### config.mk
export PLATFORM = sky130hd
export DESIGN_NAME = step_sequencer_slide_gate_core
export DESIGN_NICKNAME = d
export VERILOG_FILES = /design/src/rtl/core/sqsg_pkg.sv /design/src/rtl/core/step_sequencer_slide_gate_core.sv
export SDC_FILE = /design/constraint.sdc
export NUM_CORES = 2
export LEC_CHECK = 0
export BUFFER_PORTS_ARGS = -buffer_cell sky130_fd_sc_hd__buf_2
export CORE_UTILIZATION = 30
export CTS_BUF_LIST = sky130_fd_sc_hd__clkbuf_16
export CTS_CLUSTER_SIZE = 8
export DETAILED_ROUTE_END_ITERATION = 8
export GPL_TIMING_DRIVEN = 0
export HOLD_SLACK_MARGIN = 0.02
export SYNTH_ARGS = -nofsm -noshare
export SYNTH_HDL_FRONTEND = slang
export SYNTH_SLANG_ARGS = --single-unit
### constraint.sdc
create_clock -name clk -period 23.5 [get_ports clk]
set_input_delay 1.175 -clock clk [delete_from_list [all_inputs] [get_ports clk]]
set_output_delay 1.175 -clock clk [all_outputs]
set_load 0.02 [all_outputs]
### src/rtl/core/sqsg_pkg.sv
// Shared types and constants for the slide/gate step sequencer.
package sqsg_pkg;

  // Fixed field widths
  localparam int unsigned PITCH_W      = 16;
  localparam int unsigned REG_W        = 20;
  localparam int unsigned COEFF_W      = 16;
  localparam int unsigned ADDR_W       = 4;
  localparam int unsigned INDEX_W      = 4;
  localparam int unsigned CFG_IDX_W    = 2;
  localparam int unsigned IN_TDATA_W   = 24;
  localparam int unsigned IN_TUSER_W   = 2;
  localparam int unsigned OUT_TDATA_W  = 24;

  // Parameter defaults
  localparam int unsigned STEPS_DEFAULT       = 16;
  localparam int unsigned COUNT_WIDTH_DEFAULT = 20;

  // Reset values
  localparam logic [PITCH_W-1:0] PITCH_RESET       = 16'd7040;
  localparam logic [REG_W-1:0]   STEP_PERIOD_RESET = 20'd6000;
  localparam logic [REG_W-1:0]   GATE_POINT_RESET  = 20'd4000;
  localparam logic [COEFF_W-1:0] SLIDE_COEFF_RESET = 16'd68;

  // Rounding constant for the Q16.16 glide product
  localparam logic [31:0] GLIDE_HALF = 32'd32768;

  typedef enum logic [1:0] {
    KIND_INACTIVE = 2'd0,
    KIND_ACTIVE   = 2'd1,
    KIND_HOLD     = 2'd2,
    KIND_SLIDE    = 2'd3
  } kind_t;

  typedef enum logic [1:0] {
    ACT_TICK  = 2'd0,
    ACT_WRITE = 2'd1,
    ACT_START = 2'd2,
    ACT_STOP  = 2'd3
  } action_t;

  typedef enum logic [CFG_IDX_W-1:0] {
    CFG_STEP_PERIOD = 2'd0,
    CFG_GATE_POINT  = 2'd1,
    CFG_SLIDE_COEFF = 2'd2,
    CFG_UNUSED      = 2'd3
  } cfg_idx_t;

  typedef struct packed {
    kind_t              kind;
    logic [PITCH_W-1:0] pitch;
  } entry_t;

  localparam entry_t ENTRY_RESET = '{kind: KIND_INACTIVE, pitch: PITCH_RESET};

endpackage

### src/rtl/core/step_sequencer_slide_gate_core.sv
// Step sequencer with slide and gate: one sample tick or command per transaction.
// The block takes one input transaction per clock cycle and returns exactly one result
// transaction for it in the next cycle through an output register; back-to-back transactions
// sustain one per cycle, stalled only by m_tready. The step table sits in a memory with a
// single registered read port that runs two steps ahead of the current position; the entries
// at the current and next positions, and at positions 0 and 1, are kept in registers so a
// step can advance on every tick and a stop can restart at step 0 at once. Table entries
// never written read as inactive at 440 Hz; there is no clearing pass. The critical path is
// the 16x16 glide multiply followed by the rounding add and the pitch select.
module step_sequencer_slide_gate_core #(
  parameter int unsigned STEPS       = sqsg_pkg::STEPS_DEFAULT,
  parameter int unsigned COUNT_WIDTH = sqsg_pkg::COUNT_WIDTH_DEFAULT
) (
  input  logic                                 clk,
  input  logic                                 rst,
  // tuser: action[1:0]
  input  logic [sqsg_pkg::IN_TUSER_W-1:0]      s_tuser,
  // tdata: step_addr[3:0], step_kind[5:4], step_pitch[21:6], zero pad[23:22]
  input  logic [sqsg_pkg::IN_TDATA_W-1:0]      s_tdata,
  input  logic                                 s_tvalid,
  output logic                                 s_tready,
  // tdata: pitch[15:0], note_on[16], note_off[17], advanced[18], step_index[22:19],
  //        is_running[23]
  output logic [sqsg_pkg::OUT_TDATA_W-1:0]     m_tdata,
  output logic                                 m_tvalid,
  input  logic                                 m_tready,
  input  logic                                 cfg_valid,
  output logic                                 cfg_ready,
  input  logic [sqsg_pkg::CFG_IDX_W-1:0]       cfg_index,
  input  logic [sqsg_pkg::REG_W-1:0]           cfg_data
);

  localparam int unsigned PW   = $clog2(STEPS);
  localparam int unsigned CMPW = (COUNT_WIDTH > sqsg_pkg::REG_W) ? COUNT_WIDTH
                                                                 : sqsg_pkg::REG_W;
  localparam int unsigned SAW  = (PW > sqsg_pkg::ADDR_W) ? PW + 1 : sqsg_pkg::ADDR_W + 1;

  function automatic logic [PW-1:0] idx_inc(input logic [PW-1:0] i);
    logic [PW-1:0] r;
    if (i == PW'(STEPS - 1)) begin
      r = '0;
    end else begin
      r = i + 1'b1;
    end
    return r;
  endfunction

  // Configuration registers
  logic [sqsg_pkg::REG_W-1:0]   step_period;
  logic [sqsg_pkg::REG_W-1:0]   gate_point;
  logic [sqsg_pkg::COEFF_W-1:0] slide_coeff;

  // Sequencer state
  logic                         running, running_next;
  logic [COUNT_WIDTH-1:0]       sample_count, sample_count_next;
  logic [PW-1:0]                step_pos, step_pos_next;
  logic [sqsg_pkg::PITCH_W-1:0] cur_pitch, cur_pitch_next;

  // Entry shadows: current step, next step, step 0, step 1
  sqsg_pkg::entry_t cur_ent, cur_ent_next;
  sqsg_pkg::entry_t nxt_ent, nxt_ent_next;
  sqsg_pkg::entry_t ent0, ent1;

  // Step table memory with lookahead read
  sqsg_pkg::entry_t mem [STEPS];
  logic [STEPS-1:0] mem_vld;
  sqsg_pkg::entry_t rd_q;
  sqsg_pkg::entry_t fwd_data_q;
  logic             fwd_q;
  logic             vld_q;
  sqsg_pkg::entry_t pf_ent;
  logic [PW-1:0]    raddr;

  // Input decode
  logic                           in_fire;
  sqsg_pkg::action_t              action;
  logic [sqsg_pkg::ADDR_W-1:0]    step_addr;
  sqsg_pkg::kind_t                step_kind;
  logic [sqsg_pkg::PITCH_W-1:0]   step_pitch;
  logic                           wr_en;
  logic [PW-1:0]                  wr_idx;
  sqsg_pkg::entry_t               wr_ent;

  // Step arithmetic
  logic [PW-1:0]                  next_pos;
  logic [COUNT_WIDTH-1:0]         count_inc;
  logic                           at_gate;
  logic                           at_period;
  logic                           slide_up;
  logic [sqsg_pkg::PITCH_W-1:0]   glide_diff;
  logic [31:0]                    glide_prod;
  logic [sqsg_pkg::PITCH_W-1:0]   glide_delta;
  logic [sqsg_pkg::PITCH_W-1:0]   glide_pitch;

  // Result flags
  logic note_on, note_off, advanced;

  assign in_fire    = s_tvalid && s_tready;
  assign s_tready   = !m_tvalid || m_tready;
  assign cfg_ready  = 1'b1;

  assign action     = sqsg_pkg::action_t'(s_tuser);
  assign step_addr  = s_tdata[3:0];
  assign step_kind  = sqsg_pkg::kind_t'(s_tdata[5:4]);
  assign step_pitch = s_tdata[21:6];

  assign wr_en  = in_fire && (action == sqsg_pkg::ACT_WRITE) &&
                  (SAW'(step_addr) < SAW'(STEPS));
  assign wr_idx = PW'(step_addr);
  assign wr_ent = '{kind: step_kind, pitch: step_pitch};

  // Lookahead entry two steps past the current position
  assign pf_ent = fwd_q ? fwd_data_q : (vld_q ? rd_q : sqsg_pkg::ENTRY_RESET);

  // Glide toward the current step pitch with round-half-up magnitude
  assign next_pos    = idx_inc(step_pos);
  assign count_inc   = (&sample_count) ? sample_count : sample_count + 1'b1;
  assign at_gate     = (CMPW'(count_inc) == CMPW'(gate_point));
  assign at_period   = (CMPW'(count_inc) == CMPW'(step_period));
  assign slide_up    = (cur_ent.pitch >= cur_pitch);
  assign glide_diff  = slide_up ? cur_ent.pitch - cur_pitch : cur_pitch - cur_ent.pitch;
  assign glide_prod  = 32'(glide_diff) * 32'(slide_coeff);
  assign glide_delta = 16'((33'(glide_prod) + 33'(sqsg_pkg::GLIDE_HALF)) >> 16);
  assign glide_pitch = slide_up ? cur_pitch + glide_delta : cur_pitch - glide_delta;

  // Next state and result flags for one transaction
  always_comb begin
    running_next      = running;
    sample_count_next = sample_count;
    step_pos_next     = step_pos;
    cur_pitch_next    = cur_pitch;
    cur_ent_next      = cur_ent;
    nxt_ent_next      = nxt_ent;
    note_on           = 1'b0;
    note_off          = 1'b0;
    advanced          = 1'b0;
    case (action)
      sqsg_pkg::ACT_TICK: begin
        if (running) begin
          sample_count_next = count_inc;
          if (at_gate && (nxt_ent.kind != sqsg_pkg::KIND_HOLD) &&
              (nxt_ent.kind != sqsg_pkg::KIND_SLIDE)) begin
            note_off = 1'b1;
          end
          if (cur_ent.kind == sqsg_pkg::KIND_SLIDE) begin
            cur_pitch_next = glide_pitch;
          end
          if (at_period) begin
            sample_count_next = '0;
            step_pos_next     = next_pos;
            advanced          = 1'b1;
            cur_ent_next      = nxt_ent;
            nxt_ent_next      = pf_ent;
            if (nxt_ent.kind == sqsg_pkg::KIND_ACTIVE) begin
              cur_pitch_next = nxt_ent.pitch;
              note_on        = 1'b1;
            end
          end
        end
      end
      sqsg_pkg::ACT_WRITE: begin
        if (wr_en && (wr_idx == step_pos)) begin
          cur_ent_next = wr_ent;
        end
        if (wr_en && (wr_idx == next_pos)) begin
          nxt_ent_next = wr_ent;
        end
      end
      sqsg_pkg::ACT_START: begin
        running_next = 1'b1;
      end
      sqsg_pkg::ACT_STOP: begin
        if (running) begin
          running_next      = 1'b0;
          step_pos_next     = '0;
          sample_count_next = '0;
          note_off          = 1'b1;
          cur_ent_next      = ent0;
          nxt_ent_next      = ent1;
        end
      end
      default: begin
        running_next = running;
      end
    endcase
  end

  // Prefetch address follows the position this transaction leads to
  assign raddr = in_fire ? idx_inc(idx_inc(step_pos_next)) : idx_inc(idx_inc(step_pos));

  // Configuration writes
  always_ff @(posedge clk) begin
    if (rst) begin
      step_period <= sqsg_pkg::STEP_PERIOD_RESET;
      gate_point  <= sqsg_pkg::GATE_POINT_RESET;
      slide_coeff <= sqsg_pkg::SLIDE_COEFF_RESET;
    end else if (cfg_valid && cfg_ready) begin
      case (sqsg_pkg::cfg_idx_t'(cfg_index))
        sqsg_pkg::CFG_STEP_PERIOD: step_period <= cfg_data;
        sqsg_pkg::CFG_GATE_POINT:  gate_point  <= cfg_data;
        sqsg_pkg::CFG_SLIDE_COEFF: slide_coeff <= cfg_data[sqsg_pkg::COEFF_W-1:0];
        default: begin
          step_period <= step_period;
        end
      endcase
    end
  end

  // Sequencer state and entry shadows
  always_ff @(posedge clk) begin
    if (rst) begin
      running      <= 1'b0;
      sample_count <= '0;
      step_pos     <= '0;
      cur_pitch    <= sqsg_pkg::PITCH_RESET;
      cur_ent      <= sqsg_pkg::ENTRY_RESET;
      nxt_ent      <= sqsg_pkg::ENTRY_RESET;
      ent0         <= sqsg_pkg::ENTRY_RESET;
      ent1         <= sqsg_pkg::ENTRY_RESET;
    end else if (in_fire) begin
      running      <= running_next;
      sample_count <= sample_count_next;
      step_pos     <= step_pos_next;
      cur_pitch    <= cur_pitch_next;
      cur_ent      <= cur_ent_next;
      nxt_ent      <= nxt_ent_next;
      if (wr_en && (wr_idx == PW'(0))) begin
        ent0 <= wr_ent;
      end
      if (wr_en && (wr_idx == PW'(1))) begin
        ent1 <= wr_ent;
      end
    end
  end

  // Table write and registered lookahead read
  always_ff @(posedge clk) begin
    if (wr_en) begin
      mem[wr_idx] <= wr_ent;
    end
    rd_q       <= mem[raddr];
    fwd_data_q <= wr_ent;
  end

  // Written-entry flags and read forwarding
  always_ff @(posedge clk) begin
    if (rst) begin
      mem_vld <= '0;
      fwd_q   <= 1'b0;
      vld_q   <= 1'b0;
    end else begin
      if (wr_en) begin
        mem_vld[wr_idx] <= 1'b1;
      end
      fwd_q <= wr_en && (wr_idx == raddr);
      vld_q <= mem_vld[raddr];
    end
  end

  // Result register
  always_ff @(posedge clk) begin
    if (rst) begin
      m_tvalid <= 1'b0;
    end else if (s_tready) begin
      m_tvalid <= s_tvalid;
    end
  end

  always_ff @(posedge clk) begin
    if (in_fire) begin
      m_tdata <= {running_next, sqsg_pkg::INDEX_W'(step_pos_next), advanced, note_off,
                  note_on, cur_pitch_next};
    end
  end

endmodule
==> results.toml <==
[placed_design]
io_buffers = 71
dp_hpwl_mm = 79.82
place_ws_ns = 9.680
gp_congestion = 0.9173

[global_routing]
antenna_found_initial = 11
overflow = 0
grt_pass1_wl_mm = 159.3
grt_pass1_vias = 26048
grt_max_degree = 34
track_usage_pct = 17.95

[cts]
hold_buffers = 0
h-tree-depth = 3
cts-buffers-inserted = 78
cts.sinks = 536
cts.path.max_buffers = 3
clock_latency_ns = 0.64
path_clk_slew_ns = 0.07
root_buffer = "clkbuf_16"
post_cts_buffers = 0
post_cts_resized = 0
cts_tree = "done"

[routing]
vias = 26731
drt-total-wl_mm = 105.4
vias_per_cell = 5.139
routedWlPerCell_um = 20.25
drtIter0Drc = 2115
dr.pass1.iters = 5
drc = 0
final_antenna_net_count = 0

[sta]
period_needed_ns = 14.11
slew_violations = 0
setup_tns_ns = 0
fin_skew_ns = 0.04310
setup_slack_ns = 9.393
finalSetupViolations = 0
fmax_mhz = 70.88
rsz0062_at_grt = "false"
worstMarginPinSlew_ns = 1.240
finalHoldViolations = 0
whs_ns = 0.4525
slew-limit-headroom_pct = 16.68
period_share_pct = 60.03

[logic_synthesis]
ys_seq_elements = 536
yosys-top-cells-area = "edfxtp_1 27%, dfxtp_1 13%, fa_1 11%"
syn_inst = 3487
synthFlopType = "edfxtp_1"
synth_edf_count = 312
synth-seq-area-share_pct = 40.39
synth.top_cell.area_share_pct = 27.32
synth_area_leader_cell = "edfxtp_1"
syn-cell-area_um2 = 34300
synth_fp_nets = 3909
synth_cell_type_count = 97
yosys_warnings = 0
avgSynthCellArea_um2 = 9.836
async_flop_share_pct = 0

[floorplanning]
fp.dieH_um = 340.1
start_util_pct = 30.36
die-area_um2 = 115700
core_area_um2 = 113000
dieWidth_um = 340.1
io_pins = 80
rows = 123

[min_path]
holdCritPathClass = "flop to flop"
min_from = "ent0[14]"

[critical_path]
path_max_fanout = 10
cp_slowest_cell = "xor2_1"
cpMostUsedCell = "a21oi_1"
timing.rr.start = "cur_pitch[7]"
cp.arrival_ns = 14.51
worst_ep_required_time_ns = 23.90
cp-start-kind = "flop"
worst-setup-path-type = "flop to flop"
cp-end-kind = "flop"
cp-startpoint = "cur_pitch[7]"
slowest_delay_ns = 0.96

[pwr]
comb_power_share_pct = 54.5
power.share.switching_pct = 43.79
p_seq_share_pct = 22.8
powerDensity_nw_per_um2 = 116.6
clkPwrFrac_pct = 22.7
p_int_w = 0.002563
power.net_switching_w = 0.001997
peakVddDrop_mv = 0.1647
total_leakage_power_nw = 15.86

[cells_and_area]
area_growth_pct = 14.03
nets = 4076
n_fill_cell = 11527
drive_above_1_share_pct = 8.243

[status]
status = "complete, no violations"

[flow_run]
drv_cap = 0
[layout by cell type (no fill, tap or decap), types with 14 or more instances in the layout]
| cell type | synthesis | layout |
|---|---|---|
| nand2_1 | 467 | 467 |
| inv_1 | 317 | 355 |
| edfxtp_1 | 312 | 312 |
| a21oi_1 | 231 | 231 |
| dfxtp_1 | 224 | 224 |
| nor2_1 | 225 | 214 |
| fa_1 | 196 | 196 |
| ha_1 | 173 | 173 |
| clkbuf_1 | 146 | 144 |
| mux2i_1 | 125 | 125 |
| and2_1 | 124 | 124 |
| buf_2 | 21 | 93 |
| o21ai_0 | 84 | 84 |
| clkbuf_16 | 0 | 79 |
| nand3_1 | 77 | 77 |
| xnor2_1 | 66 | 66 |
| a22oi_1 | 62 | 62 |
| nor3_1 | 44 | 41 |
| xor2_1 | 39 | 39 |
| a21o_1 | 37 | 37 |
| mux2_2 | 37 | 37 |
| a211oi_1 | 33 | 33 |
| nand4_1 | 31 | 31 |
| o21ai_1 | 30 | 30 |
| and3_1 | 23 | 23 |
| o2111ai_1 | 21 | 21 |
| nand2b_1 | 21 | 21 |
| a31oi_1 | 19 | 19 |
| or3_1 | 19 | 19 |
| nor2b_1 | 18 | 18 |
| a211o_1 | 15 | 15 |
| a221oi_1 | 15 | 15 |
| o211ai_1 | 15 | 15 |
| o21a_1 | 15 | 15 |
| nor4_1 | 14 | 14 |
[synthesized netlist by cell type (44+ instances only)]
library cell  instances
a22oi_1              62
dfxtp_1             224
xnor2_1              66
and2_1              124
nand3_1              77
o21ai_0              84
a21oi_1             231
mux2i_1             125
ha_1                173
edfxtp_1            312
fa_1                196
clkbuf_1            146
nand2_1             467
inv_1               317
nor3_1               44
nor2_1              225
[routing by layer]
| metal | wire length [µm] | GRT usage, % |
|---|---|---|
| met5 | 87 | 0 |
| met4 | 3337 | 6.166 |
| met3 | 7192 | 2.943 |
| met2 | 48660 | 28.80 |
| met1 | 46080 | 24.43 |
[stage by stage]
step | utilization (%) | total power, W | cell area, µm² | cells
floorplan | - | 0.002800 | 34300 | 3487
detailed placement | 32.58 | 0.003532 | 36800 | 5074
CTS | 34.62 | 0.004581 | 39110 | 5200
global route | 34.62 | 0.004913 | 39110 | 5202
global placement | 32.34 | 0.003511 | 36530 | 5058
finish | 34.62 | 0.004561 | 39110 | 5202
[critical path: cells and delay by family, from the launching register on]
kind,cells,cell delay [ns]
AOI/OAI and AO/OA,15,3.39
xor gates and xnor gates,3,1.36
adders and majority gates,10,4.38
buffers and inverters,9,2.27
DFF,1,0.40
and+or+nand+nor,11,2.08
[flip-flops by register name (all words and copies together) (netlist names), 20 cells and up]
register and count:
mem 288, m_tdata 24, gate_point 20, sample_count 20, step_period 20
[power by group through the flow]
stage,logic [W],clock network [W],registers (W)
after floorplan,0.00175,0,0.00105
after global placement,0.00246,0,0.00106
after detailed placement,0.00248,0,0.00106
after CTS,0.00249,0.00105,0.00104
after global routing,0.00278,0.00109,0.00104
final,0.00249,0.00104,0.00104
[final timing paths]
check | endpoint | slack (ns) | cells past startpoint
max reg2reg | m_tdata[15] | 9.39 | 48
min | ent0[14] | 0.45 | 2
min reg2reg | ent0[14] | 0.45 | 2
max | m_tdata[15] | 9.39 | 48
[kinds of logic after synthesis]
kind of cell	count (synthesis)	synth area share (%)
compound gates	676	12.80
xor+xnor	107	2.798
fa+ha+maj	369	17.75
buf+inv	512	5.935
flops	536	40.39
mux	164	4.947
other cells	1	0.01093
simple gates	1122	15.37
[layout make-up]
| type | instances | area, µm² | area share (%) |
|---|---|---|---|
| diodes | 2 | 5.005 | 0.01280 |
| plain buffers | 194 | 845.8 | 2.163 |
| clock buffers | 79 | 1977 | 5.054 |
| clock inverters | 47 | 331.6 | 0.8477 |
| inverters | 318 | 1194 | 3.052 |
| multi-input cells | 2439 | 18450 | 47.18 |
| flip-flops and latches | 536 | 13850 | 35.42 |
| well taps | 1500 | 1877 | 4.798 |
| repair buffers | 87 | 576.8 | 1.475 |
(Power assumes the default switching activity.)
